==> src/design/escaped_frame_receiver_assert.svh <==
// Assertion macros shared by the escaped frame receiver RTL.
`ifndef ESCAPED_FRAME_RECEIVER_ASSERT_SVH
`define ESCAPED_FRAME_RECEIVER_ASSERT_SVH

// Same-cycle implication, checked on every rising edge outside reset.
`define EFR_ASSERT_NOW(lbl, ante, cons, msg) \
  lbl: assert property (@(posedge clk) disable iff (!rst_n) (ante) |-> (cons)) \
    else $error(msg);

// Next-cycle implication, checked on every rising edge outside reset.
`define EFR_ASSERT_NEXT(lbl, ante, cons, msg) \
  lbl: assert property (@(posedge clk) disable iff (!rst_n) (ante) |=> (cons)) \
    else $error(msg);

`endif

==> src/design/efr_pkg.sv <==
// Package with types and constants of the escaped frame receiver.
package efr_pkg;

  localparam int STORE_DEPTH = 64;
  localparam int CMD_Q_DEPTH = 2;
  localparam int OUT_Q_DEPTH = 4;

  localparam logic [7:0] ESC_BYTE   = 8'h5C;
  localparam logic [7:0] START_BYTE = 8'h24;
  localparam logic [7:0] END_BYTE   = 8'h0A;
  localparam logic [7:0] HEADER_RST = 8'h01;

  typedef enum logic [1:0] {
    CMD_DATA  = 2'd0,
    CMD_START = 2'd1,
    CMD_END   = 2'd2
  } cmd_op_t;

  typedef struct packed {
    cmd_op_t    op;
    logic [7:0] data;
  } cmd_t;

  typedef struct packed {
    logic [7:0] payload_byte;
    logic       last_of_frame;
    logic       empty_frame;
  } res_t;

  typedef enum logic {
    BK_IDLE = 1'b0,
    BK_EMIT = 1'b1
  } bk_state_t;

endpackage

==> src/design/efr_ram.sv <==
// Generic single-write, single-read RAM with registered read data.
module efr_ram #(
  parameter int WIDTH = 8,
  parameter int DEPTH = efr_pkg::STORE_DEPTH
) (
  input  logic                     clk,
  input  logic                     we,
  input  logic [$clog2(DEPTH)-1:0] waddr,
  input  logic [WIDTH-1:0]         wdata,
  input  logic [$clog2(DEPTH)-1:0] raddr,
  output logic [WIDTH-1:0]         rdata
);

  logic [WIDTH-1:0] mem_r [DEPTH];
  logic [WIDTH-1:0] rdata_r;

  always_ff @(posedge clk) begin
    if (we) begin
      mem_r[waddr] <= wdata;
    end
    rdata_r <= mem_r[raddr];
  end

  assign rdata = rdata_r;

endmodule

==> src/design/efr_fifo.sv <==
// Small flip-flop queue used for the command and result queues.
module efr_fifo #(
  parameter int WIDTH = 8,
  parameter int DEPTH = efr_pkg::CMD_Q_DEPTH
) (
  input  logic                       clk,
  input  logic                       rst_n,
  input  logic                       push,
  input  logic [WIDTH-1:0]           wdata,
  input  logic                       pop,
  output logic [WIDTH-1:0]           rdata,
  output logic                       full,
  output logic                       empty,
  output logic [$clog2(DEPTH+1)-1:0] count
);

  localparam int PW = $clog2(DEPTH);
  localparam int CW = $clog2(DEPTH + 1);

  logic [WIDTH-1:0] mem_r [DEPTH];
  logic [PW-1:0]    wr_ptr_r, wr_ptr_nxt;
  logic [PW-1:0]    rd_ptr_r, rd_ptr_nxt;
  logic [CW-1:0]    cnt_r, cnt_nxt;
  logic             do_push, do_pop;

  assign full    = (cnt_r == CW'(DEPTH));
  assign empty   = (cnt_r == '0);
  assign count   = cnt_r;
  assign rdata   = mem_r[rd_ptr_r];
  assign do_push = push && !full;
  assign do_pop  = pop && !empty;

  always_comb begin
    wr_ptr_nxt = wr_ptr_r;
    rd_ptr_nxt = rd_ptr_r;
    cnt_nxt    = cnt_r;
    if (do_push) begin
      wr_ptr_nxt = (wr_ptr_r == PW'(DEPTH - 1)) ? '0 : wr_ptr_r + PW'(1);
    end
    if (do_pop) begin
      rd_ptr_nxt = (rd_ptr_r == PW'(DEPTH - 1)) ? '0 : rd_ptr_r + PW'(1);
    end
    if (do_push && !do_pop) begin
      cnt_nxt = cnt_r + CW'(1);
    end else if (do_pop && !do_push) begin
      cnt_nxt = cnt_r - CW'(1);
    end
  end

  always_ff @(posedge clk) begin
    if (!rst_n) begin
      wr_ptr_r <= '0;
      rd_ptr_r <= '0;
      cnt_r    <= '0;
    end else begin
      wr_ptr_r <= wr_ptr_nxt;
      rd_ptr_r <= rd_ptr_nxt;
      cnt_r    <= cnt_nxt;
    end
  end

  always_ff @(posedge clk) begin
    if (do_push) begin
      mem_r[wr_ptr_r] <= wdata;
    end
  end

endmodule

==> src/design/efr_front.sv <==
// Front end: accepts raw bytes, tracks escapes and classifies each byte.
module efr_front (
  input  logic          clk,
  input  logic          rst_n,
  input  logic          in_push,
  input  logic [7:0]    in_rx_byte,
  input  logic          cmd_full,
  output logic          cmd_push,
  output efr_pkg::cmd_t cmd
);

  logic esc_r, esc_nxt;
  logic accept;

  assign accept = in_push && !cmd_full;

  always_comb begin
    esc_nxt  = esc_r;
    cmd_push = 1'b0;
    cmd.op   = efr_pkg::CMD_DATA;
    cmd.data = in_rx_byte;
    if (accept) begin
      // Start and end bytes are framing codes only without a pending escape; after one they are data.
      priority if (!esc_r && in_rx_byte == efr_pkg::ESC_BYTE) begin
        esc_nxt = 1'b1;
      end else if (!esc_r && in_rx_byte == efr_pkg::START_BYTE) begin
        cmd_push = 1'b1;
        cmd.op   = efr_pkg::CMD_START;
      end else if (!esc_r && in_rx_byte == efr_pkg::END_BYTE) begin
        cmd_push = 1'b1;
        cmd.op   = efr_pkg::CMD_END;
      end else begin
        cmd_push = 1'b1;
        esc_nxt  = 1'b0;
      end
    end
  end

  always_ff @(posedge clk) begin
    if (!rst_n) begin
      esc_r <= 1'b0;
    end else begin
      esc_r <= esc_nxt;
    end
  end

endmodule

==> src/design/efr_back.sv <==
// Back end: owns the frame store, appends data and replays finished frames.
module efr_back #(
  parameter int STORE_DEPTH = efr_pkg::STORE_DEPTH,
  parameter int OUT_Q_DEPTH = efr_pkg::OUT_Q_DEPTH
) (
  input  logic                             clk,
  input  logic                             rst_n,
  input  logic [7:0]                       header,
  input  logic                             cmd_valid,
  input  efr_pkg::cmd_t                    cmd,
  output logic                             cmd_pop,
  input  logic [$clog2(OUT_Q_DEPTH+1)-1:0] oq_count,
  output logic                             oq_push,
  output efr_pkg::res_t                    oq_item
);

  localparam int AW  = $clog2(STORE_DEPTH);
  localparam int FW  = $clog2(STORE_DEPTH + 1);
  localparam int OCW = $clog2(OUT_Q_DEPTH + 1);

  efr_pkg::bk_state_t state_r, state_nxt;
  logic [FW-1:0]      fill_r, fill_nxt;
  logic [FW-1:0]      rd_idx_r, rd_idx_nxt;
  logic [7:0]         hdr_r, hdr_nxt;
  logic               infl_r, infl_nxt;
  logic               infl_last_r, infl_last_nxt;

  logic               ram_we;
  logic [AW-1:0]      ram_waddr;
  logic [AW-1:0]      ram_raddr;
  logic [7:0]         ram_rdata;

  logic [OCW:0]       occupancy;
  logic               credit_ok;
  logic               match;
  logic               go_emit;
  logic               issue;
  logic               issue_last;

  // Slots already taken in the result queue, counting a read still in flight.
  assign occupancy = {1'b0, oq_count} + (OCW + 1)'(infl_r);
  assign credit_ok = occupancy < (OCW + 1)'(OUT_Q_DEPTH);
  assign match     = (fill_r != '0) && (hdr_r == header);

  efr_ram #(
    .WIDTH (8),
    .DEPTH (STORE_DEPTH)
  ) u_store (
    .clk   (clk),
    .we    (ram_we),
    .waddr (ram_waddr),
    .wdata (cmd.data),
    .raddr (ram_raddr),
    .rdata (ram_rdata)
  );

  // Output and datapath control.
  always_comb begin
    cmd_pop       = 1'b0;
    ram_we        = 1'b0;
    ram_waddr     = (fill_r >= FW'(STORE_DEPTH)) ? '0 : fill_r[AW-1:0];
    ram_raddr     = rd_idx_r[AW-1:0];
    fill_nxt      = fill_r;
    rd_idx_nxt    = rd_idx_r;
    hdr_nxt       = hdr_r;
    go_emit       = 1'b0;
    issue         = 1'b0;
    issue_last    = (rd_idx_r == fill_r - FW'(1));
    infl_last_nxt = infl_last_r;
    oq_push       = 1'b0;
    oq_item.payload_byte  = ram_rdata;
    oq_item.last_of_frame = infl_last_r;
    oq_item.empty_frame   = 1'b0;

    unique case (state_r)
      efr_pkg::BK_IDLE: begin
        if (cmd_valid && !infl_r) begin
          unique case (cmd.op)
            efr_pkg::CMD_DATA: begin
              cmd_pop  = 1'b1;
              ram_we   = 1'b1;
              fill_nxt = (fill_r >= FW'(STORE_DEPTH)) ? FW'(1) : fill_r + FW'(1);
              if (ram_waddr == '0) begin
                hdr_nxt = cmd.data;
              end
            end
            efr_pkg::CMD_START: begin
              cmd_pop  = 1'b1;
              fill_nxt = '0;
            end
            efr_pkg::CMD_END: begin
              if (!match) begin
                cmd_pop = 1'b1;
              end else if (fill_r == FW'(1)) begin
                // Header-only frame gives a single empty marker.
                if (credit_ok) begin
                  cmd_pop               = 1'b1;
                  oq_push               = 1'b1;
                  oq_item.payload_byte  = '0;
                  oq_item.last_of_frame = 1'b1;
                  oq_item.empty_frame   = 1'b1;
                end
              end else begin
                cmd_pop    = 1'b1;
                go_emit    = 1'b1;
                rd_idx_nxt = FW'(1);
              end
            end
            default: begin
              cmd_pop = 1'b1;
            end
          endcase
        end
      end
      efr_pkg::BK_EMIT: begin
        if (credit_ok) begin
          issue         = 1'b1;
          infl_last_nxt = issue_last;
          rd_idx_nxt    = rd_idx_r + FW'(1);
        end
      end
      default: begin
      end
    endcase

    // Read data returns in the cycle after the address was issued.
    if (infl_r) begin
      oq_push = 1'b1;
    end
    infl_nxt = issue;
  end

  // Next state.
  always_comb begin
    state_nxt = state_r;
    unique case (state_r)
      efr_pkg::BK_IDLE: begin
        if (go_emit) begin
          state_nxt = efr_pkg::BK_EMIT;
        end
      end
      efr_pkg::BK_EMIT: begin
        if (issue && issue_last) begin
          state_nxt = efr_pkg::BK_IDLE;
        end
      end
      default: begin
        state_nxt = efr_pkg::BK_IDLE;
      end
    endcase
  end

  always_ff @(posedge clk) begin
    if (!rst_n) begin
      state_r <= efr_pkg::BK_IDLE;
      fill_r  <= '0;
      infl_r  <= 1'b0;
    end else begin
      state_r <= state_nxt;
      fill_r  <= fill_nxt;
      infl_r  <= infl_nxt;
    end
  end

  always_ff @(posedge clk) begin
    rd_idx_r    <= rd_idx_nxt;
    hdr_r       <= hdr_nxt;
    infl_last_r <= infl_last_nxt;
  end

endmodule

==> src/design/escaped_frame_receiver.sv <==
// A data byte enters the command queue as it is accepted and is stored when the back end pops it.
// A matching end byte's first result goes via the emit state, a store read and the result queue.
// Throughput: one item per cycle; a replay gives one result per cycle while the result queue has
// room and stalls the input once the two-entry command queue fills. A header-only frame gives its
// marker. Reset is synchronous: escape flag, fill count, queues clear and the header returns to
// 0x01. The frame store keeps no reset value and needs no clearing pass.
`include "escaped_frame_receiver_assert.svh"

module escaped_frame_receiver #(
  parameter int STORE_DEPTH = efr_pkg::STORE_DEPTH
) (
  input  logic       clk,
  input  logic       rst_n,
  input  logic       in_push,
  input  logic [7:0] in_rx_byte,
  output logic       in_full,
  output logic       out_empty,
  input  logic       out_pop,
  output logic [7:0] out_payload_byte,
  output logic       out_last_of_frame,
  output logic       out_empty_frame,
  input  logic       cfg_valid,
  output logic       cfg_ready,
  input  logic [7:0] cfg_accepted_header
);

  localparam int CW  = $bits(efr_pkg::cmd_t);
  localparam int RW  = $bits(efr_pkg::res_t);
  localparam int CCW = $clog2(efr_pkg::CMD_Q_DEPTH + 1);
  localparam int OCW = $clog2(efr_pkg::OUT_Q_DEPTH + 1);
  localparam logic [CCW-1:0] CMD_Q_LIM = CCW'(efr_pkg::CMD_Q_DEPTH);

  logic [7:0]    header_r;

  logic          cmd_push;
  efr_pkg::cmd_t cmd_in;
  efr_pkg::cmd_t cmd_out;
  logic [CW-1:0] cmd_rdata;
  logic          cmd_full;
  logic          cmd_empty;
  logic          cmd_pop;
  logic [CCW-1:0] cmd_count;

  logic          oq_push;
  efr_pkg::res_t oq_item;
  efr_pkg::res_t oq_head;
  logic [RW-1:0] oq_rdata;
  logic          oq_full;
  logic [OCW-1:0] oq_count;

  assign cfg_ready = 1'b1;

  always_ff @(posedge clk) begin
    if (!rst_n) begin
      header_r <= efr_pkg::HEADER_RST;
    end else if (cfg_valid && cfg_ready) begin
      header_r <= cfg_accepted_header;
    end
  end

  efr_front u_front (
    .clk        (clk),
    .rst_n      (rst_n),
    .in_push    (in_push),
    .in_rx_byte (in_rx_byte),
    .cmd_full   (cmd_full),
    .cmd_push   (cmd_push),
    .cmd        (cmd_in)
  );

  assign in_full = cmd_full;

  efr_fifo #(
    .WIDTH (CW),
    .DEPTH (efr_pkg::CMD_Q_DEPTH)
  ) u_cmd_q (
    .clk   (clk),
    .rst_n (rst_n),
    .push  (cmd_push),
    .wdata (cmd_in),
    .pop   (cmd_pop),
    .rdata (cmd_rdata),
    .full  (cmd_full),
    .empty (cmd_empty),
    .count (cmd_count)
  );

  assign cmd_out = efr_pkg::cmd_t'(cmd_rdata);

  efr_back #(
    .STORE_DEPTH (STORE_DEPTH),
    .OUT_Q_DEPTH (efr_pkg::OUT_Q_DEPTH)
  ) u_back (
    .clk       (clk),
    .rst_n     (rst_n),
    .header    (header_r),
    .cmd_valid (!cmd_empty),
    .cmd       (cmd_out),
    .cmd_pop   (cmd_pop),
    .oq_count  (oq_count),
    .oq_push   (oq_push),
    .oq_item   (oq_item)
  );

  efr_fifo #(
    .WIDTH (RW),
    .DEPTH (efr_pkg::OUT_Q_DEPTH)
  ) u_out_q (
    .clk   (clk),
    .rst_n (rst_n),
    .push  (oq_push),
    .wdata (oq_item),
    .pop   (out_pop),
    .rdata (oq_rdata),
    .full  (oq_full),
    .empty (out_empty),
    .count (oq_count)
  );

  assign oq_head           = efr_pkg::res_t'(oq_rdata);
  assign out_payload_byte  = oq_head.payload_byte;
  assign out_last_of_frame = oq_head.last_of_frame;
  assign out_empty_frame   = oq_head.empty_frame;

  // The back end must reserve a result slot before every push.
  `EFR_ASSERT_NOW(a_oq_no_overflow, oq_push, !oq_full, "result queue overflow")
  // The front end must never push into a full command queue.
  `EFR_ASSERT_NOW(a_cmd_no_overflow, cmd_push, cmd_count != CMD_Q_LIM, "command queue overflow")
  // An empty marker always closes its frame.
  `EFR_ASSERT_NOW(a_marker_is_last, (!out_empty && out_empty_frame), out_last_of_frame, "empty marker without last flag")
  // A pushed result shows up at the result ports no later than the next cycle.
  `EFR_ASSERT_NEXT(a_push_visible, oq_push, !out_empty, "pushed result not visible")

endmodule

==> config.mk <==
export PLATFORM = sky130hd
export DESIGN_NAME = escaped_frame_receiver
export DESIGN_NICKNAME = d
export VERILOG_FILES = /design/src/design/efr_pkg.sv /design/src/design/efr_ram.sv /design/src/design/efr_fifo.sv /design/src/design/efr_front.sv /design/src/design/efr_back.sv /design/src/design/escaped_frame_receiver.sv
export VERILOG_INCLUDE_DIRS = /design/src /design/src/design
export SDC_FILE = /design/constraint.sdc
export NUM_CORES = 1
export LEC_CHECK = 0
export ABC_AREA = 1
export BUFFER_PORTS_ARGS = -buffer_cell sky130_fd_sc_hd__buf_4
export CAP_MARGIN = 20
export CORE_MARGIN = 2
export CORE_UTILIZATION = 50
export DETAILED_ROUTE_END_ITERATION = 8
export PLACE_DENSITY_LB_ADDON = 0.05
export SYNTH_ARGS = -nofsm -noshare
export SYNTH_HDL_FRONTEND = slang
export SYNTH_SLANG_ARGS = --single-unit
export TNS_END_PERCENT = 20
==> constraint.sdc <==
create_clock -name clk -period 4.22 [get_ports clk]
set_clock_uncertainty 0.2 [all_clocks]
set_input_delay 0.844 -clock clk [delete_from_list [all_inputs] [get_ports clk]]
set_output_delay 0.844 -clock clk [all_outputs]
set_load 0.1 [all_outputs]
==> impl_metrics.csv <==
group,metric,value,unit
timing,finalHoldViolations,0,
drt,antenna_left,0,
drt,drtIter0Drc,1583,
power,peakVddDrop,0.0004535,V
cts,clock_path_buffers,3,
timing,maxSlewHeadroom,0.2523,
global_routing,gr-usage-met1,0.3348,
critical_path,worst-path-buf-inv,2,
logic_synthesis,netlist.area_leader.share,0.6823,
floorplanning,core_region_area,51200,µm²
cts,cts_setup_buffers,0,
cts,root_buffer,"clkbuf_16",
logic_synthesis,synth_top_cell_by_area,"edfxtp_1",
critical_path,cp_top_family,"flip-flops",
cts,clkSlewWorstSetupHoldPaths,60,ps
logic_synthesis,ys_ff_latch,628,
critical_path,crit_type,"register to primary output",
timing,worstMarginPinSlew,1122,ps
timing,max_freq,278.7,MHz
global_routing,antenna_found_initial,0,
timing,fin_crit_sh,0.8502,
power,power.density,546.2,nW/µm²
run_status,outcome,"completed",
timing,setup_violations,0,
logic_synthesis,synth_ff_type,"edfxtp_1",
floorplanning,die_y,231.5,µm
timing,tns,0,ps
cts,cts_resized,0,
final_layout,final_common_cell,"edfxtp_1",
timing,period_needed,3588,ps
final_layout,drive_above_1_share,0.08341,
cts,clk_latency,590,ps
cts,htree_levels,3,
drt,num_vias,16687,
logic_synthesis,async_reset_ff_frac,0,
critical_path,crit_slowest_cell,"dfxtp_1",
critical_path,slowest_delay,760,ps
global_routing,grtUsageMet2,0.3891,
drt,viasPerCell,5.641,
place,place_congestion,0.8892,
global_routing,grt_use_met3,0.03691,
power,total_power,15740,µW
cts,ctsHoldBuffers,0,
logic_synthesis,ys_types,45,
timing,drv_slew,0,
logic_synthesis,netlist_area,25880,µm²
logic_synthesis,syn_inst,2213,
global_routing,top_usage_layer,"met2",
global_routing,globalRoute.totalOverflow,0,
critical_path,arrival,2540,ps
final_layout,antenna_cells,0,
drt,wl_per_cell,21.34,µm
logic_synthesis,synth_edf_count,588,
logic_synthesis,synth_nets,2246,
logic_synthesis,synth.yosys.seq_area_share,0.7132,
drt,drc_errors,0,
critical_path,worstPathRequired,3180,ps
critical_path,critPathCaptureType,"primary output",
logic_synthesis,synth_area_leaders,"edfxtp_1, nor2_1, o21ai_0, nand2_1, dfxtp_1",
floorplanning,start_util,0.5055,
critical_path,start_kind,"register",
power,p_leak,0.009857,µW
cts,cts.sinks,628,
logic_synthesis,yosys_warnings,0,
job,max_cap_viol_count,0,
floorplanning,die_area,53590,µm²
cts,cts_inserted_buffers,66,
place,io_buffer_count,32,
logic_synthesis,syn_area_per_cell,11.69,µm²
final_layout,mostFrequentLayoutCells,"edfxtp_1, nor2_1, o21ai_0",
final_layout,syn_to_final_growth,11.32,%
global_routing,grt_max_degree,209,
floorplanning,io_pins,34,
cts,cts_tree,"built",
drt,firstDrtPassIters,7,
final_layout,nNetsFinal,2265,
critical_path,r2r_slack,740,ps
min_path,holdCritPathClass,"register to register",
floorplanning,die_x,231.5,µm
drt,routed_wl,63130,µm
critical_path,path_cells,"inv_1, o21ai_0, o22ai_1, buf_4",
global_routing,grt_pass1_vias,16084,
global_routing,grt_pass1_wl,96830,µm
global_routing,track_usage,0.2405,
critical_path,crit_fanout,21,
floorplanning,rows,83,
place,hpwl,37630,µm
timing,grt_setup_unrepaired,"no",
==> synthesized netlist by cell type, types with 2 or more instances <==
cell,number
nand3b_1,4
xnor2_1,3
o211ai_1,61
nand4_1,2
edfxtp_1,588
ha_1,11
a21oi_1,43
nor3_1,6
dfxtp_1,40
buf_4,16
nand3_4,3
clkbuf_1,52
nor2_4,2
or2_1,2
nand3_1,115
a31oi_1,3
nand2_1,268
xor2_1,6
nor2_2,4
inv_1,77
nand4_4,5
buf_1,6
nor2_1,497
buf_2,32
buf_6,11
o22ai_1,23
a211oi_1,2
o21ai_0,298
clkinv_1,3
o21ai_1,7
nand2_2,2
inv_2,8
==> worst reg2reg max path: cells and delay by family (launching register included) <==
kind                     cells  cell delay, ps
flip-flops                   1             640
AND/OR/NAND/NOR              7             830
AO/OA/AOI/OAI                4             480
adder cells (fa/ha/maj)      3             810
buffers and inverters        4             430
==> power by group <==
part	internal, µW	switching (µW)	leakage (µW)	total, µW
Clock	3350	2280	0.00101	5630
Sequential	7720	120	0.00565	7840
Combinational	369	1900	0.00320	2260
Total	11400	4300	0.00986	15700
==> cells by family after synthesis <==
kind of cell	after synthesis	share of synthesized area
other cells	1	0.0001449
xor+xnor	9	0.003046
fa+ha+maj	12	0.006092
compound gates	439	0.09258
simple gates	917	0.1476
flops	628	0.7132
buf+inv	207	0.03732
==> through the flow <==
step	area [µm²]	hold WS, ps	util	instances	setup WS [ps]
6_report	28810	257.2	0.5627	2958	632.0
5_1_grt	28810	228.9	0.5627	2958	394.8
4_1_cts	28810	227.8	0.5627	2958	601.0
3_5_place_dp	26730	243.9	0.5221	2844	776.2
3_3_place_gp	26700	242.2	0.5215	2843	782.0
2_1_floorplan	25880	224.1	-	2213	76.20
==> worst paths after layout <==
path | start | cells after the start | to
setup / recovery | register | 4 | out_payload_byte[0]
hold / removal | u_front.esc_r | 2 | u_front.esc_r
setup reg to reg | u_back.fill_r[1] | 18 | u_out_q.count[2]
hold reg to reg | u_front.esc_r | 2 | u_front.esc_r
==> routing by layer <==
metal / vias up / wire length, µm
met1: 8256 / 27700
met3: 107 / 3263
met2: 477 / 30430
met5: - / 0
li1: 7847 / -
met4: 0 / 1730
==> state kept, by name, indices dropped and copies added, names as in the netlist, 3 cells and up, named ones only <==
signal and flops:
u_back.u_store.mem_r 512, u_out_q.mem_r 40, u_cmd_q.mem_r 20, header_r 8, u_back.hdr_r 8, u_back.u_store.rdata 8
u_back.fill_r 7, u_back.rd_idx_r 7, u_out_q.count 3
==> layout make-up <==
cell class | count | area, µm²
clock inverter | 28 | 247.7
tap | 680 | 850.8
sequential | 628 | 18460
timing repair buffer | 68 | 593.1
inverter | 90 | 349.1
clock buffer | 86 | 1833
fill | 4229 | 22390
multi-input combinational | 1378 | 6479
Power figures use the tool's default switching activity.
